<file path="config.mk">
export PLATFORM = sky130hd
export DESIGN_NAME = bandwidth_stream_pair_selector
export DESIGN_NICKNAME = d
export VERILOG_FILES = /design/src/sv/bsps_pkg.sv /design/src/sv/bandwidth_stream_pair_selector.sv /design/src/sv/bsps_ram.sv /design/src/sv/bsps_ctrl.sv
export SDC_FILE = /design/constraint.sdc
export NUM_CORES = 2
export LEC_CHECK = 0
export ABC_AREA = 1
export BUFFER_PORTS_ARGS = -buffer_cell sky130_fd_sc_hd__buf_2
export CAP_MARGIN = 20
export CORE_ASPECT_RATIO = 1.5
export CORE_MARGIN = 2
export CORE_UTILIZATION = 30
export DETAILED_ROUTE_END_ITERATION = 16
export HOLD_SLACK_MARGIN = 0.02
export PLACE_DENSITY = 0.53
export REMOVE_ABC_BUFFERS = 1
export SKIP_LAST_GASP = 1
export SLEW_MARGIN = 40
export SYNTH_ARGS = -nofsm -noshare
export SYNTH_HDL_FRONTEND = slang
export SYNTH_SLANG_ARGS = --single-unit
</file>
<file path="constraint.sdc">
create_clock -name clk -period 8.5 [get_ports clk]
set_input_delay 1.7 -clock clk [delete_from_list [all_inputs] [get_ports clk]]
set_output_delay 1.7 -clock clk [all_outputs]
set_load 0.1 [all_outputs]
</file>
<file path="src/sv/bsps_pkg.sv">
package bsps_pkg;

    localparam int MAX_STREAMS = 16;
    localparam int IDX_W       = (MAX_STREAMS > 1) ? $clog2(MAX_STREAMS) : 1;
    localparam int CNT_W       = $clog2(MAX_STREAMS + 1);
    localparam int ID_W        = 16;
    localparam int RATE_W      = 31;
    localparam int PREFIX_W    = 32;

    localparam logic [PREFIX_W-1:0] AUDIO_PREFIX = 32'hf8699e40;
    localparam logic [PREFIX_W-1:0] VIDEO_PREFIX = 32'hbc19efc0;

    // Command codes
    localparam logic [1:0] MODE_DECL   = 2'd0;
    localparam logic [1:0] MODE_RATE   = 2'd1;
    localparam logic [1:0] MODE_SELECT = 2'd2;

    typedef struct packed {
        logic [1:0]          mode;
        logic [PREFIX_W-1:0] type_prefix;
        logic [ID_W-1:0]     stream_num;
        logic [RATE_W-1:0]   rate;
    } cmd_t;

    typedef struct packed {
        logic            audio_found;
        logic [ID_W-1:0] audio_choice;
        logic            video_found;
        logic [ID_W-1:0] video_choice;
        logic            none_fit;
        logic            table_overflow;
    } result_t;

    // One table entry as stored in the stream RAM
    typedef struct packed {
        logic [ID_W-1:0]   id;
        logic [RATE_W-1:0] rate;
    } entry_t;

    localparam int ENTRY_W = $bits(entry_t);

    // Access request from the sequencer to one table RAM
    typedef struct packed {
        logic             we;
        logic [IDX_W-1:0] waddr;
        entry_t           wdata;
        logic [IDX_W-1:0] raddr;
    } mem_req_t;

endpackage

</file>
<file path="src/sv/bandwidth_stream_pair_selector.sv">
// Stream pair selector. A declaration (mode 0) is written as it is taken and
// the next command may follow at once. A bitrate record (mode 1) walks both
// stream tables in parallel and holds busy until both walks are through. A
// select (mode 2) makes three walks over the table RAMs (lowest audio rate,
// best video, best audio) and holds busy until the last walk is through.
// Done is then driven for exactly one cycle with the result beat, in the
// first cycle with busy low; the receiver cannot stall, so the beat must be
// captured in that cycle. Each table RAM has a single registered read port,
// which visits one entry per cycle. The budget register must be written only
// while busy is low and no command is being issued; the block itself does
// not enforce this.
module bandwidth_stream_pair_selector (
    input  logic                        clk,
    input  logic                        rst_n,
    input  logic                        start,
    output logic                        busy,
    input  bsps_pkg::cmd_t              cmd,
    output logic                        done,
    output bsps_pkg::result_t           result,
    input  logic                        cfg_valid,
    output logic                        cfg_ready,
    input  logic [bsps_pkg::RATE_W-1:0] cfg_data
);

    import bsps_pkg::*;

    logic [RATE_W-1:0] bandwidth_reg;
    mem_req_t          a_req;
    mem_req_t          v_req;
    logic [ENTRY_W-1:0] a_rdata;
    logic [ENTRY_W-1:0] v_rdata;

    assign cfg_ready = 1'b1;

    // Hold the bandwidth budget
    always_ff @(posedge clk or negedge rst_n)
    begin
        if (!rst_n)
        begin
            bandwidth_reg <= '0;
        end
        else if (cfg_valid && cfg_ready)
        begin
            bandwidth_reg <= cfg_data;
        end
    end

    bsps_ram #(
        .DEPTH (MAX_STREAMS),
        .WIDTH (ENTRY_W)
    ) u_audio_ram (
        .clk   (clk),
        .we    (a_req.we),
        .waddr (a_req.waddr),
        .wdata (a_req.wdata),
        .raddr (a_req.raddr),
        .rdata (a_rdata)
    );

    bsps_ram #(
        .DEPTH (MAX_STREAMS),
        .WIDTH (ENTRY_W)
    ) u_video_ram (
        .clk   (clk),
        .we    (v_req.we),
        .waddr (v_req.waddr),
        .wdata (v_req.wdata),
        .raddr (v_req.raddr),
        .rdata (v_rdata)
    );

    bsps_ctrl u_ctrl (
        .clk       (clk),
        .rst_n     (rst_n),
        .start     (start),
        .busy      (busy),
        .cmd       (cmd),
        .bandwidth (bandwidth_reg),
        .a_req     (a_req),
        .a_rdata   (a_rdata),
        .v_req     (v_req),
        .v_rdata   (v_rdata),
        .done      (done),
        .result    (result)
    );

endmodule

</file>
<file path="src/sv/bsps_ram.sv">
module bsps_ram #(
    parameter int DEPTH = 16,
    parameter int WIDTH = 8,
    localparam int ADDR_W = (DEPTH > 1) ? $clog2(DEPTH) : 1
) (
    input  logic              clk,
    input  logic              we,
    input  logic [ADDR_W-1:0] waddr,
    input  logic [WIDTH-1:0]  wdata,
    input  logic [ADDR_W-1:0] raddr,
    output logic [WIDTH-1:0]  rdata
);

    logic [WIDTH-1:0] mem [DEPTH];

    // Write port
    always_ff @(posedge clk)
    begin
        if (we)
        begin
            mem[waddr] <= wdata;
        end
    end

    // Registered read port
    always_ff @(posedge clk)
    begin
        rdata <= mem[raddr];
    end

endmodule

</file>
<file path="src/sv/bsps_ctrl.sv">
module bsps_ctrl (
    input  logic                        clk,
    input  logic                        rst_n,
    input  logic                        start,
    output logic                        busy,
    input  bsps_pkg::cmd_t              cmd,
    input  logic [bsps_pkg::RATE_W-1:0] bandwidth,
    output bsps_pkg::mem_req_t          a_req,
    input  bsps_pkg::entry_t            a_rdata,
    output bsps_pkg::mem_req_t          v_req,
    input  bsps_pkg::entry_t            v_rdata,
    output logic                        done,
    output bsps_pkg::result_t           result
);

    import bsps_pkg::*;

    typedef enum logic [2:0] {
        ST_IDLE,
        ST_REC,
        ST_AMIN,
        ST_VID,
        ST_AUD
    } state_t;

    state_t            state_reg, state_next;
    logic [CNT_W-1:0]  acnt_reg, acnt_next;
    logic [CNT_W-1:0]  vcnt_reg, vcnt_next;
    logic              ovf_reg, ovf_next;
    logic [CNT_W-1:0]  idx_reg, idx_next;
    logic [CNT_W-1:0]  chk_idx_reg, chk_idx_next;
    logic              a_chk_reg, a_chk_next;
    logic              v_chk_reg, v_chk_next;
    logic              a_hit_reg, a_hit_next;
    logic              v_hit_reg, v_hit_next;
    logic [ID_W-1:0]   rec_id_reg, rec_id_next;
    logic [RATE_W-1:0] rec_rate_reg, rec_rate_next;
    logic [RATE_W-1:0] amin_reg, amin_next;
    logic              b1_found_reg, b1_found_next;
    logic [RATE_W-1:0] b1_rate_reg, b1_rate_next;
    logic [ID_W-1:0]   b1_id_reg, b1_id_next;
    logic              b2_found_reg, b2_found_next;
    logic [RATE_W-1:0] b2_rate_reg, b2_rate_next;
    logic [ID_W-1:0]   b2_id_reg, b2_id_next;
    logic              ba_found_reg, ba_found_next;
    logic [RATE_W-1:0] ba_rate_reg, ba_rate_next;
    logic [ID_W-1:0]   ba_id_reg, ba_id_next;
    logic              done_reg, done_next;
    result_t           result_reg, result_next;

    logic              accept;
    logic              a_scan, v_scan;
    logic              a_issue, v_issue;
    logic              scan_done;
    logic [RATE_W-1:0] bw;
    logic [RATE_W-1:0] v_rate;
    logic              v_found;
    logic [ID_W-1:0]   v_id;
    logic [RATE_W:0]   vid_sum;
    logic [RATE_W:0]   aud_sum;
    logic              fits1, fits2, fits_a;

    assign busy   = (state_reg != ST_IDLE);
    assign accept = start && !busy;
    assign done   = done_reg;
    assign result = result_reg;

    // Zero budget stands for the full range
    assign bw = (bandwidth == '0) ? '1 : bandwidth;

    // Video pick: fit with the lowest audio rate, else with audio dropped
    assign v_found = b1_found_reg || b2_found_reg;
    assign v_rate  = b1_found_reg ? b1_rate_reg : b2_rate_reg;
    assign v_id    = b1_found_reg ? b1_id_reg : b2_id_reg;

    // Fit tests, widened by one bit so the sum cannot wrap
    assign vid_sum = {1'b0, v_rdata.rate} + {1'b0, amin_reg};
    assign aud_sum = {1'b0, a_rdata.rate} + {1'b0, v_rate};
    assign fits1   = vid_sum <= {1'b0, bw};
    assign fits2   = v_rdata.rate <= bw;
    assign fits_a  = aud_sum <= {1'b0, bw};

    // Table walk: one entry read per cycle, checked in the cycle after its read
    assign a_scan    = (state_reg == ST_REC) || (state_reg == ST_AMIN) ||
                       (state_reg == ST_AUD);
    assign v_scan    = (state_reg == ST_REC) || (state_reg == ST_VID);
    assign a_issue   = a_scan && (idx_reg < acnt_reg);
    assign v_issue   = v_scan && (idx_reg < vcnt_reg);
    assign scan_done = !a_issue && !v_issue && !a_chk_reg && !v_chk_reg;

    always_comb
    begin
        state_next    = state_reg;
        acnt_next     = acnt_reg;
        vcnt_next     = vcnt_reg;
        ovf_next      = ovf_reg;
        idx_next      = idx_reg;
        chk_idx_next  = idx_reg;
        a_chk_next    = a_issue;
        v_chk_next    = v_issue;
        a_hit_next    = a_hit_reg;
        v_hit_next    = v_hit_reg;
        rec_id_next   = rec_id_reg;
        rec_rate_next = rec_rate_reg;
        amin_next     = amin_reg;
        b1_found_next = b1_found_reg;
        b1_rate_next  = b1_rate_reg;
        b1_id_next    = b1_id_reg;
        b2_found_next = b2_found_reg;
        b2_rate_next  = b2_rate_reg;
        b2_id_next    = b2_id_reg;
        ba_found_next = ba_found_reg;
        ba_rate_next  = ba_rate_reg;
        ba_id_next    = ba_id_reg;
        done_next     = 1'b0;
        result_next   = result_reg;

        a_req         = '0;
        v_req         = '0;
        a_req.raddr   = idx_reg[IDX_W-1:0];
        v_req.raddr   = idx_reg[IDX_W-1:0];

        // Advance the read pointer while either table has entries left
        if (a_issue || v_issue)
        begin
            idx_next = idx_reg + 1'b1;
        end

        case (state_reg)
            ST_IDLE:
            begin
                if (accept)
                begin
                    case (cmd.mode)
                        MODE_DECL:
                        begin
                            // Append a declaration with its rate cleared
                            if (cmd.type_prefix == AUDIO_PREFIX)
                            begin
                                if (acnt_reg < CNT_W'(MAX_STREAMS))
                                begin
                                    a_req.we         = 1'b1;
                                    a_req.waddr      = acnt_reg[IDX_W-1:0];
                                    a_req.wdata.id   = cmd.stream_num;
                                    a_req.wdata.rate = '0;
                                    acnt_next        = acnt_reg + 1'b1;
                                end
                                else
                                begin
                                    ovf_next = 1'b1;
                                end
                            end
                            else if (cmd.type_prefix == VIDEO_PREFIX)
                            begin
                                if (vcnt_reg < CNT_W'(MAX_STREAMS))
                                begin
                                    v_req.we         = 1'b1;
                                    v_req.waddr      = vcnt_reg[IDX_W-1:0];
                                    v_req.wdata.id   = cmd.stream_num;
                                    v_req.wdata.rate = '0;
                                    vcnt_next        = vcnt_reg + 1'b1;
                                end
                                else
                                begin
                                    ovf_next = 1'b1;
                                end
                            end
                        end
                        MODE_RATE:
                        begin
                            rec_id_next   = cmd.stream_num;
                            rec_rate_next = cmd.rate;
                            a_hit_next    = 1'b0;
                            v_hit_next    = 1'b0;
                            idx_next      = '0;
                            state_next    = ST_REC;
                        end
                        MODE_SELECT:
                        begin
                            amin_next     = '0;
                            b1_found_next = 1'b0;
                            b1_rate_next  = '0;
                            b1_id_next    = '0;
                            b2_found_next = 1'b0;
                            b2_rate_next  = '0;
                            b2_id_next    = '0;
                            ba_found_next = 1'b0;
                            ba_rate_next  = '0;
                            ba_id_next    = '0;
                            idx_next      = '0;
                            state_next    = ST_AMIN;
                        end
                        default:
                        begin
                        end
                    endcase
                end
            end

            ST_REC:
            begin
                // Write the rate back into the first matching entry of each table
                if (a_chk_reg && !a_hit_reg && (a_rdata.id == rec_id_reg))
                begin
                    a_req.we         = 1'b1;
                    a_req.waddr      = chk_idx_reg[IDX_W-1:0];
                    a_req.wdata.id   = rec_id_reg;
                    a_req.wdata.rate = rec_rate_reg;
                    a_hit_next       = 1'b1;
                end
                if (v_chk_reg && !v_hit_reg && (v_rdata.id == rec_id_reg))
                begin
                    v_req.we         = 1'b1;
                    v_req.waddr      = chk_idx_reg[IDX_W-1:0];
                    v_req.wdata.id   = rec_id_reg;
                    v_req.wdata.rate = rec_rate_reg;
                    v_hit_next       = 1'b1;
                end
                if (scan_done)
                begin
                    idx_next   = '0;
                    state_next = ST_IDLE;
                end
            end

            ST_AMIN:
            begin
                // Track the lowest audio rate
                if (a_chk_reg && ((chk_idx_reg == '0) || (a_rdata.rate < amin_reg)))
                begin
                    amin_next = a_rdata.rate;
                end
                if (scan_done)
                begin
                    idx_next   = '0;
                    state_next = ST_VID;
                end
            end

            ST_VID:
            begin
                // Best video fit with and without the lowest audio rate
                if (v_chk_reg)
                begin
                    if (fits1 && (!b1_found_reg || (v_rdata.rate > b1_rate_reg)))
                    begin
                        b1_found_next = 1'b1;
                        b1_rate_next  = v_rdata.rate;
                        b1_id_next    = v_rdata.id;
                    end
                    if (fits2 && (!b2_found_reg || (v_rdata.rate > b2_rate_reg)))
                    begin
                        b2_found_next = 1'b1;
                        b2_rate_next  = v_rdata.rate;
                        b2_id_next    = v_rdata.id;
                    end
                end
                if (scan_done)
                begin
                    idx_next   = '0;
                    state_next = ST_AUD;
                end
            end

            ST_AUD:
            begin
                // Best audio fit next to the chosen video
                if (a_chk_reg && fits_a && (!ba_found_reg || (a_rdata.rate > ba_rate_reg)))
                begin
                    ba_found_next = 1'b1;
                    ba_rate_next  = a_rdata.rate;
                    ba_id_next    = a_rdata.id;
                end
                if (scan_done)
                begin
                    result_next.audio_found    = ba_found_reg;
                    result_next.audio_choice   = ba_id_reg;
                    result_next.video_found    = v_found;
                    result_next.video_choice   = v_id;
                    result_next.none_fit       = !ba_found_reg && !v_found;
                    result_next.table_overflow = ovf_reg;
                    done_next                  = 1'b1;
                    acnt_next                  = '0;
                    vcnt_next                  = '0;
                    ovf_next                   = 1'b0;
                    idx_next                   = '0;
                    state_next                 = ST_IDLE;
                end
            end

            default:
            begin
                state_next = ST_IDLE;
            end
        endcase
    end

    always_ff @(posedge clk or negedge rst_n)
    begin
        if (!rst_n)
        begin
            state_reg    <= ST_IDLE;
            acnt_reg     <= '0;
            vcnt_reg     <= '0;
            ovf_reg      <= 1'b0;
            idx_reg      <= '0;
            chk_idx_reg  <= '0;
            a_chk_reg    <= 1'b0;
            v_chk_reg    <= 1'b0;
            a_hit_reg    <= 1'b0;
            v_hit_reg    <= 1'b0;
            rec_id_reg   <= '0;
            rec_rate_reg <= '0;
            amin_reg     <= '0;
            b1_found_reg <= 1'b0;
            b1_rate_reg  <= '0;
            b1_id_reg    <= '0;
            b2_found_reg <= 1'b0;
            b2_rate_reg  <= '0;
            b2_id_reg    <= '0;
            ba_found_reg <= 1'b0;
            ba_rate_reg  <= '0;
            ba_id_reg    <= '0;
            done_reg     <= 1'b0;
            result_reg   <= '0;
        end
        else
        begin
            state_reg    <= state_next;
            acnt_reg     <= acnt_next;
            vcnt_reg     <= vcnt_next;
            ovf_reg      <= ovf_next;
            idx_reg      <= idx_next;
            chk_idx_reg  <= chk_idx_next;
            a_chk_reg    <= a_chk_next;
            v_chk_reg    <= v_chk_next;
            a_hit_reg    <= a_hit_next;
            v_hit_reg    <= v_hit_next;
            rec_id_reg   <= rec_id_next;
            rec_rate_reg <= rec_rate_next;
            amin_reg     <= amin_next;
            b1_found_reg <= b1_found_next;
            b1_rate_reg  <= b1_rate_next;
            b1_id_reg    <= b1_id_next;
            b2_found_reg <= b2_found_next;
            b2_rate_reg  <= b2_rate_next;
            b2_id_reg    <= b2_id_next;
            ba_found_reg <= ba_found_next;
            ba_rate_reg  <= ba_rate_next;
            ba_id_reg    <= ba_id_next;
            done_reg     <= done_next;
            result_reg   <= result_next;
        end
    end

    // Table fill never passes the table size
    assert property (@(posedge clk) disable iff (!rst_n)
        (acnt_reg <= CNT_W'(MAX_STREAMS)) && (vcnt_reg <= CNT_W'(MAX_STREAMS)))
        else $error("stream count beyond table size");

    // A checked entry always lies below the fill count
    assert property (@(posedge clk) disable iff (!rst_n)
        (a_chk_reg |-> (chk_idx_reg < acnt_reg))
        and (v_chk_reg |-> (chk_idx_reg < vcnt_reg)))
        else $error("table read past fill count");

    // Tables are written only on declarations and rate records
    assert property (@(posedge clk) disable iff (!rst_n)
        (a_req.we || v_req.we) |-> ((state_reg == ST_IDLE) || (state_reg == ST_REC)))
        else $error("table write during selection");

    // The result beat finds the tables emptied and the block free
    assert property (@(posedge clk) disable iff (!rst_n)
        done_reg |-> ((acnt_reg == '0) && (vcnt_reg == '0) && !ovf_reg && !busy))
        else $error("tables not cleared after select");

    // The result strobe lasts one cycle
    assert property (@(posedge clk) disable iff (!rst_n)
        done_reg |=> !done_reg)
        else $error("result strobe held");

endmodule

</file>
==> out/qor.yml <==
outcome: "finished, final reports clean"
setup_repair_after_global_routing_missed_its_margin: "false"
synth_top_flop_cell: "edfxtp_1"
worst-endpoint-required_ns: 9.23
cts_htree_levels: 4
clock_latency_ns: 0.86
floorplan.io_pins: 155
fin_worst_skew_ns: 0.0744
reg_top3: "u_audio_ram.mem (752), u_video_ram.mem (752)"
area_delta_synth_final_pct: 14.5
initial_utilization: 0.301
track_usage: 0.182
leakage_nw: 36.4
cp_max_fo: 49
net-switching-power_mw: 12.4
final_layout_size_suffix_gt1_frac: 0.102
floorplan.die_area_um2: 285000
power.switching_fraction: 0.395
final_common_cell: "edfxtp_1"
critPathMostFrequentCell: "nand2_1"
yosys.area.top_type: "edfxtp_1"
post-cts-setup-buffer-count: 0
final.min_clock_period_ns: 6.43
synth.lib_cells_used.distinct: 66
first_pass_iters: 8
cts_num_sinks: 1916
grt_start_max_net_pins: 182
die_width_um: 436
yosysWarningCount: 0
std_cell_rows: 238
grt_pass1_wl_mm: 388
grt_pass1_vias: 57800
yosysTopAreaCellShare: 0.537
drc: 0
p_per_area_nw_per_um2: 326
cpMaxStageDelayCell: "clkinv_1"
final_report_max_slew_violation_count: 0
synth-edff-count: 1504
crit_path_max_incr_delay_ns: 0.65
clk_transition_reported_paths_ns: 0.07
final_count_of_negative_setup_slack_endpoints: 0
relSlewSlack: 0.404
finish.net_count: 7871
worstSetupStartpointType: "flip-flop"
seq_power_share: 0.368
io_buffer_count: 153
power_frac_comb: 0.366
worstPathArrival_ns: 7.16
die_h_um: 653
p_total_mw: 31.4
finalCritPeriodShare: 0.757
core_region_area_um2: 280000
crit_path_end_kind: "flip-flop"
peakVddDrop_uv: 218
max_cap_violations: 0
clock_buffer_count_from_cts: 185
routed-via-count: 58100
viasPerCell: 5.13
tightest_slew_ns: 0.895
post-dp-hpwl_mm: 172
hp_class: "reg2reg"
gpl.final_weighted_congestion: 0.892
wire_per_inst_um: 23.5
yosys_register_bits: 1916
hold_buffers: 0
layout.cells.most_common_list: "edfxtp_1, nor2_1, nand2_1"
ys_top_cells_by_area: "edfxtp_1, dfrtp_1, nor2_1"
initialDrtViolationCount: 4716
netlist_instances: 7371
clk_root_buffer_cell: "clkbuf_16"
postCtsResizedCells: 0
fin_worst_hold_slack_ns: 0.474
yosysSeqAreaShare: 0.654
internal_power_mw: 19.0
final_antenna_net_count: 0
hold_viol_final: 0
synth_area_um2: 84100
grt_antenna_before_repair: 16
postSynth.asyncResetShare: 0.166
avgSynthCellArea_um2: 11.4
globalRouteOverflowTotal: 0
routed_wire_length_mm: 266
worstSetupPathType: "reg2reg"
max_clock_freq_ghz: 0.156
cts.path.max_buffers: 4
tritoncts: "built"
clock_power_share: 0.266
final timing paths:
kind                                             from                     to  slack [ns]  cells after the start
worst max-delay path              u_ctrl.b1_found_reg  u_ctrl.ba_rate_reg[1]        2.07                     28
max in group asynchronous                       rst_n    u_ctrl.b1_found_reg        6.26                      4
worst min register to register  u_ctrl.ba_rate_reg[6]  u_ctrl.ba_rate_reg[6]        0.47                      2
min in group asynchronous                       rst_n     u_ctrl.amin_reg[5]        0.82                      2
worst min-delay path            u_ctrl.ba_rate_reg[6]  u_ctrl.ba_rate_reg[6]        0.47                      2
worst max register to register    u_ctrl.b1_found_reg  u_ctrl.ba_rate_reg[1]        2.07                     28
power by group through the flow:
stage	logic, mW	clock network (mW)	registers (mW)
after floorplan	7.46	0	11.8
after global placement	11.2	0	11.8
after detailed placement	11.4	0	11.7
after CTS	11.5	8.52	11.5
after global routing	12.8	8.83	11.6
final	11.5	8.36	11.5
Yosys cell counts, types with 6 or more instances:
master	number
edfxtp_1	1504
nor2_1	1208
nand2_1	1032
o21ai_0	541
inv_1	445
nand3_1	389
dfrtp_1	318
clkbuf_1	295
ha_1	292
o32ai_1	221
a21oi_1	175
mux2i_1	156
o221ai_1	155
dfxtp_1	94
xor2_1	53
o22ai_1	50
buf_2	49
nand4_1	43
o211ai_1	38
buf_1	37
nor3_1	34
nor4_1	33
mux2_2	30
xnor2_1	25
a31oi_1	13
buf_6	13
o31ai_1	10
o31ai_2	10
inv_2	9
nand2_2	9
buf_4	8
o21a_1	6
routing by layer:
metal  routed length (um)  global-route usage  vias up
met1               103000               0.210    29400
met3                11100              0.0189      505
met4                14800              0.0915        2
met2               137000               0.331     1692
li1                     -                   -    26500
met5                    7                   0        -
cell type report:
class                           instances  area (um2)
Timing Repair Buffer                  305        2440
Clock buffer                          256        5170
Multi-Input combinational cell       4593       26400
Inverter                              460        1750
Clock inverter                         73         832
Tap cell                             3720        4650
Antenna cell                            3        7.51
Sequential cell                      1916       55000
Fill cell                           27500      183000
logic make-up after synthesis:
| family | after synthesis | synth area share |
|---|---|---|
| muxes | 186 | 0.0226 |
| AOI/OAI and AO/OA | 1259 | 0.0966 |
| xor gates and xnor gates | 78 | 0.00812 |
| and+or+nand+nor | 2775 | 0.134 |
| adders and majority gates | 294 | 0.0439 |
| other | 1 | 0.0000446 |
| buffers and inverters | 862 | 0.0407 |
| DFF | 1916 | 0.654 |
per-stage QoR:
step	cell area [um2]	instances	setup WS, ns	utilization	setup TNS [ns]
floorplan	82400	6969	-22.89	-	-2568.62
global placement	89300	11000	1.59	0.319	0
detailed placement	90100	11000	1.91	0.322	0
CTS	96100	11300	1.94	0.344	0
global route	96300	11300	1.62	0.344	0
finish	96300	11300	2.07	0.344	0
worst max-delay path, delay by kind of cell, from the launching register on:
family / cells / cell delay (ns)
flops: 1 / 0.37
fa+ha+maj: 2 / 0.50
xor+xnor: 1 / 0.20
compound gates: 8 / 1.75
buf+inv: 2 / 1.15
simple gates: 15 / 2.30
Note: power is estimated with default switching activity, not from simulation.
